--- config.mk ---
export PLATFORM = sky130hd
export DESIGN_NAME = matrix_square_plus_transpose
export DESIGN_NICKNAME = d
export VERILOG_FILES = /design/src/design/msqt_pkg.sv /design/src/design/msqt_mac.sv /design/src/design/matrix_square_plus_transpose.sv
export VERILOG_INCLUDE_DIRS = /design/src /design/src/design
export SDC_FILE = /design/constraint.sdc
export NUM_CORES = 2
export LEC_CHECK = 0
export BUFFER_PORTS_ARGS = -buffer_cell sky130_fd_sc_hd__buf_4
export CORE_MARGIN = 5
export CORE_UTILIZATION = 53
export CTS_CLUSTER_SIZE = 25
export DETAILED_ROUTE_END_ITERATION = 7
export PLACE_DENSITY_LB_ADDON = 0.05
export RECOVER_POWER = 50
export SLEW_MARGIN = 20
export SYNTH_ARGS = -nofsm -noshare
export SYNTH_HDL_FRONTEND = slang
export SYNTH_SLANG_ARGS = --single-unit
--- constraint.sdc ---
create_clock -name clk -period 13.9 [get_ports clk]
set_input_delay 2.78 -clock clk [delete_from_list [all_inputs] [get_ports clk]]
set_output_delay 2.78 -clock clk [all_outputs]
set_load 0.01 [all_outputs]
--- src/design/matrix_square_plus_transpose_assert.svh ---
// Assertion macros used by the top design file.
// Every check is sampled on the rising edge of clk and is off while arst_n is low.
`ifndef MATRIX_SQUARE_PLUS_TRANSPOSE_ASSERT_SVH
`define MATRIX_SQUARE_PLUS_TRANSPOSE_ASSERT_SVH

// The consequent must hold in the same cycle as the antecedent.
`define MSQT_ASSERT_NOW(label, ante, cons, msg) \
	label: assert property (@(posedge clk) disable iff (!arst_n) \
		(ante) |-> (cons)) else $error(msg);

// The consequent must hold in the cycle after the antecedent.
`define MSQT_ASSERT_NEXT(label, ante, cons, msg) \
	label: assert property (@(posedge clk) disable iff (!arst_n) \
		(ante) |=> (cons)) else $error(msg);

`endif

--- src/design/msqt_pkg.sv ---
package msqt_pkg;

	// Width of one result and of the byte-padded output data bus.
	localparam int SUM_W     = 35;
	localparam int OUT_TDATA_W = ((SUM_W + 7) / 8) * 8;

	// Width of the size register.
	localparam int CFG_W = 4;

	// Sequencer states.
	typedef enum logic [1:0] {
		ST_LOAD,
		ST_ISSUE,
		ST_DRAIN,
		ST_RESULT
	} state_t;

	// Tags that travel with each operand pair through the MAC.
	typedef struct packed {
		logic valid;
		logic first;
		logic last;
	} mac_ctrl_t;

endpackage

--- src/design/msqt_mac.sv ---
module msqt_mac #(
	parameter int ELEM_BITS = 16
) (
	input  logic                                  clk,
	input  logic                                  arst_n,
	input  msqt_pkg::mac_ctrl_t                   ctrl,
	input  logic signed [ELEM_BITS-1:0]           op_a,
	input  logic signed [ELEM_BITS-1:0]           op_b,
	input  logic signed [ELEM_BITS-1:0]           op_add,
	output logic signed [msqt_pkg::SUM_W-1:0]     acc,
	output logic                                  done
);

	localparam int PROD_W = 2 * ELEM_BITS;

	logic signed [PROD_W-1:0]            prod_s1;
	msqt_pkg::mac_ctrl_t                 ctrl_s1;
	logic signed [msqt_pkg::SUM_W-1:0]   acc_q;
	logic                                done_q;

	// Multiply stage: product and tags registered together.
	always_ff @(posedge clk) begin
		prod_s1 <= op_a * op_b;
	end

	always_ff @(posedge clk or negedge arst_n) begin
		if (!arst_n) begin
			ctrl_s1 <= '0;
		end else begin
			ctrl_s1 <= ctrl;
		end
	end

	// Accumulate stage. The first product of a sum also picks up the
	// transposed term, so no separate clearing cycle is needed. The sum
	// is kept modulo 2^SUM_W, which matches the exact result in range.
	always_ff @(posedge clk) begin
		if (ctrl_s1.valid) begin
			if (ctrl_s1.first) begin
				acc_q <= msqt_pkg::SUM_W'(prod_s1) + msqt_pkg::SUM_W'(op_add);
			end else begin
				acc_q <= acc_q + msqt_pkg::SUM_W'(prod_s1);
			end
		end
	end

	// One-cycle pulse once the last product of a sum is in.
	always_ff @(posedge clk or negedge arst_n) begin
		if (!arst_n) begin
			done_q <= 1'b0;
		end else begin
			done_q <= ctrl_s1.valid && ctrl_s1.last;
		end
	end

	assign acc  = acc_q;
	assign done = done_q;

endmodule

--- src/design/matrix_square_plus_transpose.sv ---
// Channel   Direction  Handshake           Payload
// s_        in         s_tvalid/s_tready   s_tdata: element
// m_        out        m_tvalid/m_tready   m_tdata: sum_value, m_tlast: last_of_run
// cfg_      in         cfg_we              cfg_wdata: size_in_use
//
// Loading takes one beat per cycle for all 2*N*N elements of A and B.
// After the last element of B each result is formed by N operand reads into
// the single shared multiply-accumulate unit, then passes the read, multiply
// and accumulate registers and then the output register. While the results
// are computed s_tready is low, and a stalled m_tready holds the sequencer
// at the next result.
// Reset leaves N at MAX_DIM and the load position at the start of A.
`include "matrix_square_plus_transpose_assert.svh"

module matrix_square_plus_transpose #(
	parameter int MAX_DIM   = 8,
	parameter int ELEM_BITS = 16
) (
	input  logic                                  clk,
	input  logic                                  arst_n,
	// Bits from low: element [ELEM_BITS-1:0], zero fill up to a whole byte.
	input  logic [((ELEM_BITS + 7) / 8) * 8 - 1:0] s_tdata,
	input  logic                                  s_tvalid,
	output logic                                  s_tready,
	// Bits from low: sum_value [34:0], zero fill [39:35].
	output logic [msqt_pkg::OUT_TDATA_W-1:0]      m_tdata,
	output logic                                  m_tlast,
	output logic                                  m_tvalid,
	input  logic                                  m_tready,
	input  logic                                  cfg_we,
	input  logic [msqt_pkg::CFG_W-1:0]            cfg_wdata
);

	localparam int DEPTH  = MAX_DIM * MAX_DIM;
	localparam int ADDR_W = (DEPTH > 1) ? $clog2(DEPTH) : 1;
	localparam int DIM_W  = (MAX_DIM > 1) ? $clog2(MAX_DIM) : 1;

	// Row-major store address of entry (r, c).
	function automatic logic [ADDR_W-1:0] rc_addr(input logic [DIM_W-1:0] r,
	                                              input logic [DIM_W-1:0] c);
		logic [ADDR_W-1:0] base;
		base = ADDR_W'(r) * ADDR_W'(MAX_DIM);
		return base + ADDR_W'(c);
	endfunction

	msqt_pkg::state_t                     state_q, state_d;
	logic [msqt_pkg::CFG_W-1:0]           size_q;
	logic [DIM_W-1:0]                     nm1;
	logic [DIM_W-1:0]                     ld_row_q, ld_col_q;
	logic                                 ld_b_q;
	logic [DIM_W-1:0]                     i_q, j_q, k_q;
	logic                                 in_accept, ld_end, ij_end;
	logic                                 issue_en, out_free, out_load;
	logic signed [ELEM_BITS-1:0]          element;
	logic [ADDR_W-1:0]                    wr_addr;
	logic signed [ELEM_BITS-1:0]          a_mem [DEPTH];
	logic signed [ELEM_BITS-1:0]          b_mem [DEPTH];
	logic signed [ELEM_BITS-1:0]          a_ik_q, a_kj_q, b_ji_q;
	msqt_pkg::mac_ctrl_t                  rd_ctrl_q;
	logic signed [msqt_pkg::SUM_W-1:0]    mac_acc;
	logic                                 mac_done;
	logic signed [msqt_pkg::SUM_W-1:0]    sum_q;
	logic                                 last_q, valid_q;

	// Size register; a write also restarts loading at the first element of A.
	always_ff @(posedge clk or negedge arst_n) begin
		if (!arst_n) begin
			size_q <= msqt_pkg::CFG_W'(MAX_DIM);
		end else if (cfg_we) begin
			size_q <= cfg_wdata;
		end
	end

	// Dimension in use minus one: zero acts as one, oversize as the maximum.
	always_comb begin
		priority if (size_q == '0) begin
			nm1 = '0;
		end else if (size_q > msqt_pkg::CFG_W'(MAX_DIM)) begin
			nm1 = DIM_W'(MAX_DIM - 1);
		end else begin
			nm1 = DIM_W'(size_q - msqt_pkg::CFG_W'(1));
		end
	end

	assign element   = $signed(s_tdata[ELEM_BITS-1:0]);
	assign in_accept = s_tvalid && s_tready;
	assign ld_end    = ld_b_q && (ld_row_q == nm1) && (ld_col_q == nm1);
	assign ij_end    = (i_q == nm1) && (j_q == nm1);
	assign out_free  = !valid_q || m_tready;

	// Next state.
	always_comb begin
		state_d = state_q;
		unique case (state_q)
			msqt_pkg::ST_LOAD: begin
				if (in_accept && ld_end) begin
					state_d = msqt_pkg::ST_ISSUE;
				end
			end
			msqt_pkg::ST_ISSUE: begin
				if (k_q == nm1) begin
					state_d = msqt_pkg::ST_DRAIN;
				end
			end
			msqt_pkg::ST_DRAIN: begin
				if (mac_done) begin
					state_d = msqt_pkg::ST_RESULT;
				end
			end
			msqt_pkg::ST_RESULT: begin
				if (out_free) begin
					state_d = ij_end ? msqt_pkg::ST_LOAD : msqt_pkg::ST_ISSUE;
				end
			end
			default: state_d = msqt_pkg::ST_LOAD;
		endcase
	end

	// State outputs.
	always_comb begin
		s_tready = 1'b0;
		issue_en = 1'b0;
		out_load = 1'b0;
		unique case (state_q)
			msqt_pkg::ST_LOAD:   s_tready = 1'b1;
			msqt_pkg::ST_ISSUE:  issue_en = 1'b1;
			msqt_pkg::ST_DRAIN:  ;
			msqt_pkg::ST_RESULT: out_load = out_free;
			default:             ;
		endcase
	end

	always_ff @(posedge clk or negedge arst_n) begin
		if (!arst_n) begin
			state_q <= msqt_pkg::ST_LOAD;
		end else begin
			state_q <= state_d;
		end
	end

	// Load position: row and column within A, then within B.
	always_ff @(posedge clk or negedge arst_n) begin
		if (!arst_n) begin
			ld_row_q <= '0;
			ld_col_q <= '0;
			ld_b_q   <= 1'b0;
		end else begin
			priority if (cfg_we) begin
				ld_row_q <= '0;
				ld_col_q <= '0;
				ld_b_q   <= 1'b0;
			end else if (in_accept) begin
				if (ld_col_q != nm1) begin
					ld_col_q <= ld_col_q + DIM_W'(1);
				end else begin
					ld_col_q <= '0;
					if (ld_row_q != nm1) begin
						ld_row_q <= ld_row_q + DIM_W'(1);
					end else begin
						ld_row_q <= '0;
						ld_b_q   <= !ld_b_q;
					end
				end
			end
		end
	end

	// Result counters: k steps through the products of one sum, (i, j) the results.
	always_ff @(posedge clk or negedge arst_n) begin
		if (!arst_n) begin
			i_q <= '0;
			j_q <= '0;
			k_q <= '0;
		end else begin
			if (issue_en) begin
				k_q <= (k_q == nm1) ? '0 : k_q + DIM_W'(1);
			end
			if (out_load) begin
				if (j_q != nm1) begin
					j_q <= j_q + DIM_W'(1);
				end else begin
					j_q <= '0;
					i_q <= (i_q == nm1) ? '0 : i_q + DIM_W'(1);
				end
			end
		end
	end

	// Matrix stores: one write port, registered reads.
	assign wr_addr = rc_addr(ld_row_q, ld_col_q);

	always_ff @(posedge clk) begin
		if (in_accept && !ld_b_q) begin
			a_mem[wr_addr] <= element;
		end
		if (issue_en) begin
			a_ik_q <= a_mem[rc_addr(i_q, k_q)];
			a_kj_q <= a_mem[rc_addr(k_q, j_q)];
		end
	end

	always_ff @(posedge clk) begin
		if (in_accept && ld_b_q) begin
			b_mem[wr_addr] <= element;
		end
		if (issue_en && (k_q == '0)) begin
			b_ji_q <= b_mem[rc_addr(j_q, i_q)];
		end
	end

	// Tags that follow the read data into the MAC.
	always_ff @(posedge clk or negedge arst_n) begin
		if (!arst_n) begin
			rd_ctrl_q <= '0;
		end else begin
			rd_ctrl_q.valid <= issue_en;
			rd_ctrl_q.first <= (k_q == '0);
			rd_ctrl_q.last  <= (k_q == nm1);
		end
	end

	msqt_mac #(
		.ELEM_BITS(ELEM_BITS)
	) u_mac (
		.clk    (clk),
		.arst_n (arst_n),
		.ctrl   (rd_ctrl_q),
		.op_a   (a_ik_q),
		.op_b   (a_kj_q),
		.op_add (b_ji_q),
		.acc    (mac_acc),
		.done   (mac_done)
	);

	// Output register.
	always_ff @(posedge clk or negedge arst_n) begin
		if (!arst_n) begin
			valid_q <= 1'b0;
		end else if (out_load) begin
			valid_q <= 1'b1;
		end else if (m_tready) begin
			valid_q <= 1'b0;
		end
	end

	always_ff @(posedge clk) begin
		if (out_load) begin
			sum_q  <= mac_acc;
			last_q <= ij_end;
		end
	end

	assign m_tvalid = valid_q;
	assign m_tdata  = msqt_pkg::OUT_TDATA_W'($unsigned(sum_q));
	assign m_tlast  = last_q;

	// Checks on the sequencer and the MAC.
	`MSQT_ASSERT_NOW(a_done_in_drain, mac_done, state_q == msqt_pkg::ST_DRAIN, "MAC done outside drain")
	`MSQT_ASSERT_NOW(a_k_in_range, state_q == msqt_pkg::ST_ISSUE, k_q <= nm1, "product index beyond size")
	`MSQT_ASSERT_NEXT(a_run_starts_at_origin, state_q == msqt_pkg::ST_LOAD && state_d == msqt_pkg::ST_ISSUE, i_q == '0 && j_q == '0 && k_q == '0, "run does not start at the first result")
	`MSQT_ASSERT_NEXT(a_last_result_flagged, out_load && ij_end, m_tvalid && m_tlast, "final result not flagged")

endmodule

* After elaboration in Yosys (flattened, before gate mapping)
Memories as Yosys holds them, arrays and structs flattened. A register that Yosys moved wholly into a read port is not among the register bits.
Cells that the tools add are included.
** Cells by class
- Add/subtract/negate cells :: 12
- Multipliers :: 1
- $lt $le $gt $ge :: 1
- Equal/unequal tests :: 17
- Mux-type cells :: 32
- Bitwise operators :: 1
- Reductions and logical operators :: 21
** Operator list (count)
- 2-to-1 mux 3 bit :: 12
- adder 35 x 32 -> 35 bit :: 1
- 2-to-1 mux 35 bit :: 1
- adder 32 x 16 -> 33 bit :: 1
- multiplier 16 x 16 -> 32 bit :: 1
- adder 6 x 3 -> 6 bit :: 4
- adder 3 x 1 -> 3 bit (second input constant) :: 5
- == test 3 bit :: 5
- 2-to-1 mux 1 bit :: 14
- inequality test 2 bit (second input constant) :: 5
- logical AND 1 bit :: 9
- inequality test 3 bit :: 3
- 2-to-1 mux 2 bit :: 4
- one-hot mux 2 bit (4 select lines) :: 1
- == test 2 bit (second input constant) :: 2
- > comparator 4 bit (second input constant) :: 1
- zero test 4 bit :: 1
- AND reduction 2 bit :: 2
- AND reduction 4 bit :: 1
- nonzero test 2 bit :: 2
- zero test 3 bit :: 1
- AND reduction 3 bit :: 1
- subtractor 3 x 1 -> 3 bit (second input constant) :: 1
- == test 2 x 1 -> 1 bit (second input constant) :: 1
- other kinds (5) :: 6
** Word-level totals
- Register bits after elaboration :: 133
- RAM bits :: 2048
- Input bits :: 25
- Output and inout bits :: 43
- Logic and storage cells :: 107
- Memories :: 2
** Memory list
- a_mem :: words 64, bits a word 16, read ports 2, clocked after memory_dff 2, write ports 1, line matrix_square_plus_transpose.sv:56 : logic signed [ELEM_BITS-1:0] a_mem [DEPTH];
- b_mem :: words 64, bits a word 16, read ports 1, clocked after memory_dff 1, write ports 1, line matrix_square_plus_transpose.sv:57 : logic signed [ELEM_BITS-1:0] b_mem [DEPTH];

* Longest topological paths before layout
- Word-level depth :: 9
- Mapped depth :: 22
- Depth with buffers taken out :: 21

* Cells and area by module
Synthesis repeated with hierarchy kept, for this count alone.
** Second synthesis, totals
- Cells, all modules :: 5412
- Area, all modules :: 105441.1 µm²
** By module, submodules not included
- matrix_square_plus_transpose :: times used 1, cells each 3735, area each 90229.0 µm², sequential area each 64673.3 µm²
- msqt_mac :: times used 1, cells each 1677, area each 15212.1 µm², sequential area each 1791.7 µm²

* Least setup slack after synthesis
Ideal clock, no wire load.
- Path type :: register to register
- From :: reg a_ik_q[15], read port of a_mem
- To :: reg u_mac.prod_s1[31]
- Setup time :: 0.078 ns
- Arrival time :: 5.993 ns
- Data required time :: 13.822 ns
- Slack :: 7.830 ns
- Cell stages (with the launch flop) :: 21
- Path buffers :: 1
- Clock period less this slack :: 6.070 ns
- Cells stage by stage :: edfxtp_1 -> clkbuf_1 -> nand2_1 -> inv_1 -> fa_1 -> fa_1 -> fa_1 -> fa_1 -> fa_1 -> inv_1 -> fa_1 -> inv_1 -> ha_1 -> and4_1 -> and3b_1 -> a211oi_1 -> o211ai_1 -> a31o_2 -> o41a_1 -> and4_1 -> nor3_1
** On the way
- Cells in the longest elaborated chain, start to end :: 1
** Ends and longest elaborated chain
- from (decl) :: line matrix_square_plus_transpose.sv:58 : logic signed [ELEM_BITS-1:0] a_ik_q, a_kj_q, b_ji_q;
- multiplier 16 x 16 -> 32 bit :: line msqt_mac.sv:23 : prod_s1 <= op_a * op_b;
- to (signal assigned) :: line msqt_mac.sv:23
- to (decl) :: line msqt_mac.sv:16 : logic signed [PROD_W-1:0] prod_s1;
No other way between the ends.
A chain may end at the register's enable or synchronous reset.

* Worst setup path in the final report
- From :: reg j_q[1]
- To :: reg state_q[0]
** On the way
- Cells in the longest elaborated chain, start to end :: 5
** Ends and longest elaborated chain
- from (decl) :: line matrix_square_plus_transpose.sv:51 : logic [DIM_W-1:0] i_q, j_q, k_q;
- from (signal assigned) :: line matrix_square_plus_transpose.sv:180 : j_q <= j_q + DIM_W'(1);
- == test 3 bit :: line matrix_square_plus_transpose.sv:88 : assign ij_end = (i_q == nm1) && (j_q == nm1);
- logical AND 1 bit :: line matrix_square_plus_transpose.sv:88
- named net ij_end :: line matrix_square_plus_transpose.sv:52 : logic in_accept, ld_end, ij_end;
- 2-to-1 mux 1 bit :: line matrix_square_plus_transpose.sv:112 : state_d = ij_end ? msqt_pkg::ST_LOAD : msqt_pkg::ST_ISSUE;
- 2-to-1 mux 2 bit :: line matrix_square_plus_transpose.sv:111 : if (out_free) begin
- one-hot mux 2 bit (4 select lines) :: line matrix_square_plus_transpose.sv:94 : unique case (state_q)
- to (signal assigned) :: line matrix_square_plus_transpose.sv:135 : state_q <= msqt_pkg::ST_LOAD;
- to (signal assigned) :: line matrix_square_plus_transpose.sv:137 : state_q <= state_d;
- to (decl) :: line matrix_square_plus_transpose.sv:46 : msqt_pkg::state_t state_q, state_d;
The timed path passes the listed nets, and every way through them passes these cells. The select of a mux whose other input is x is not followed.

==> metrics <==
failing checks capacitance limit, slew limit; Worst Tran Pin Value 4.16 ns; number of global-route vias before repair 55.1k; cts hold-fix bufs 0; Iter 0 DRT Violations 6516; ranking of synthesized cells by area edfxtp_1 62%, mux4_2 22%, fa_1 5.0%; Worst-Skew Late Latency 0.88 ns; Post-synth ARST share 0.0135; worst hold path class flop to flop; htree depth 4; CTS tree built; Synth Area in XOR/XNOR 0.00790; die area 0.208 mm²; routed via count 54.4k; worst hold path depth 0; DR pass1 iterations 6; Post-Syn Area 0.105 mm²; syn_area_per_cell 19.5 µm²; pin count of the biggest net entering global routing 109; nets 5997; TritonCTS Sinks 2229; Unique masters post-synth 80; vias per cell 6.49; Setup crit end kind flop; setup TNS 0 ns; post-synthesis sequential area ratio 0.631; gpl congestion 0.868; main combinational cell family by area after synthesis multiplexers; GRT Util Overall 0.267; layout cells sized above 1 0.282; drc violations 0; Synthesis Warnings 0; Most used DFF post-synth edfxtp_1; top-count cell post-synth edfxtp_1; Rel. slew slack -1.77; Final setup viols 0; final core occ 0.590; crit start category flop; status finished with violations; initial antenna violation count 26; Final period util 0.556; first-pass GRT wire length 400 mm; Overflow after GRT 0; Initial Util 0.533; Core ar. 0.198 mm²; Num CTS Buffers 229; fin worst setup slack 6.17 ns; final wirelength 277 mm; Die W 456 µm; post-CTS sizing 0; crit path max fanout 48; Synth top area share 0.618; post-synthesis compound-gate area fraction 0.0195; Cells after DPL 7958; Clock Skew 0.0610 ns; Bufs on Longest Clock Path 3; Top-Level Pins 68; Worst Reg-to-Reg Cells 8; Final ANT Viol Nets 0; Area Overhead vs Synth 10.7%; Synth Register Bits 2229; WS Path Type flop to flop; port buffer count 62; Cells after Synth 5401; Fill cells 14.3k; DP HPWL 172 mm; Max Fclk 129 MHz; root buf cell clkbuf_16; die height 456 µm; Final Slew Violations 2437; Final Hold Viols 0; unrepaired setup endpoints after global routing no; # Max-Cap Violations 41; multiplexer share of the synthesized area 0.217; DR WL/cell 33.0 µm; required time of the worst setup path 14.62 ns; min cycle time layout 7.73 ns; number of enable-type register cells in the synthesized netlist 2167; arrival time at the worst endpoint 8.45 ns; adder-cell area share of the yosys netlist 0.0692; final std cells w/o fill 8387; clock slew at reported path FFs 0.06 ns; Post-CTS Setup Repair Bufs 0; Yosys top cell by area edfxtp_1; Synth Area in Simple Gates 0.0318; most common library cells after synthesis 2167 x edfxtp_1, 1008 x mux4_2, 332 x inv_1; row cnt 163; pre-CTS setup slack 7.32 ns
[cell usage in the layout (no fill, tap or decap), types with 60 or more instances in the layout]
master	synthesis	routed
edfxtp_1	2167	2167
mux4_2	1008	1008
inv_1	332	332
fa_1	264	264
clkbuf_16	0	230
nand2_1	204	204
buf_4	6	164
ha_1	159	159
and2_1	138	131
clkbuf_1	165	98
nor2_1	192	92
a21oi_1	74	74
nor2_2	0	67
o21ai_0	65	65
xnor2_1	60	60
[registers in the layout (all words and copies together) (netlist names), 2 cells and up]
register / count
a_mem: 1024
b_mem: 1024
sum_q: 35
u_mac.acc: 35
u_mac.prod_s1: 32
a_ik_q: 16
a_kj_q: 16
b_ji_q: 16
size_q: 4
i_q: 3
j_q: 3
k_q: 3
ld_col_q: 3
ld_row_q: 3
rd_ctrl_q: 3
u_mac.ctrl_s1: 3
state_q: 2
[metrics by stage]
stage,hold WS (ns),cell area [µm²]
2_1_floorplan,0.331,105000
3_3_place_gp,0.333,109000
3_5_place_dp,0.341,109000
4_1_cts,0.355,117000
5_1_grt,0.376,117000
6_report,0.355,117000
[metal layers]
| layer | wire [µm] | share of wire | global-route usage |
|---|---|---|---|
| met5 | 21 | 0.000076 | 0 |
| met2 | 132000 | 0.48 | 0.417 |
| met4 | 6440 | 0.023 | 0.0626 |
| met3 | 21300 | 0.077 | 0.0400 |
| met1 | 117000 | 0.42 | 0.406 |
[final cells by class]
| type | instances | area (µm²) | area share |
|---|---|---|---|
| flip-flops and latches | 2229 | 66500 | 0.570 |
| multi-input cells | 2544 | 36800 | 0.315 |
| clock buffers | 288 | 6010 | 0.0516 |
| well taps | 2640 | 3300 | 0.0283 |
| repair buffers | 213 | 1480 | 0.0127 |
| clock inverters | 132 | 1280 | 0.0110 |
| inverters | 332 | 1250 | 0.0107 |
| diodes | 9 | 22.5 | 0.000193 |
[cells by family (layout without fill, tap and decap cells)]
family | count (synthesis) | in the layout
buffers and inverters | 632 | 965
flip-flops | 2229 | 2229
AO/OA/AOI/OAI | 310 | 310
adder cells (fa/ha/maj) | 425 | 425
XOR/XNOR | 95 | 95
AND/OR/NAND/NOR | 689 | 689
multiplexers | 1020 | 1020
other | 1 | 14
[worst max-delay path, cell delays in order (launching register included)]
cell and delay, ns:
dfrtp_4 0.92, clkbuf_1 2.75, clkbuf_1 2.26, xnor2_1 0.31, nor3_1 0.50, and2_1 0.42, nor2_1 0.09, o31ai_1 0.21
o31ai_1 0.10
[path summary, 6_finish.rpt]
path                              start          endpoint  slack, ns
setup / recovery                 j_q[1]        state_q[0]       6.17
hold / removal             rd_ctrl_q[1]  u_mac.ctrl_s1[1]       0.36
setup reg to reg                 j_q[1]        state_q[0]       6.17
hold reg to reg            rd_ctrl_q[1]  u_mac.ctrl_s1[1]       0.36
max in group asynchronous        arst_n            j_q[0]      10.32
min in group asynchronous        arst_n            i_q[2]       2.37
Power is not shown: default switching activity piles up to over one toggle a cycle in this logic, so the estimate is an artifact.
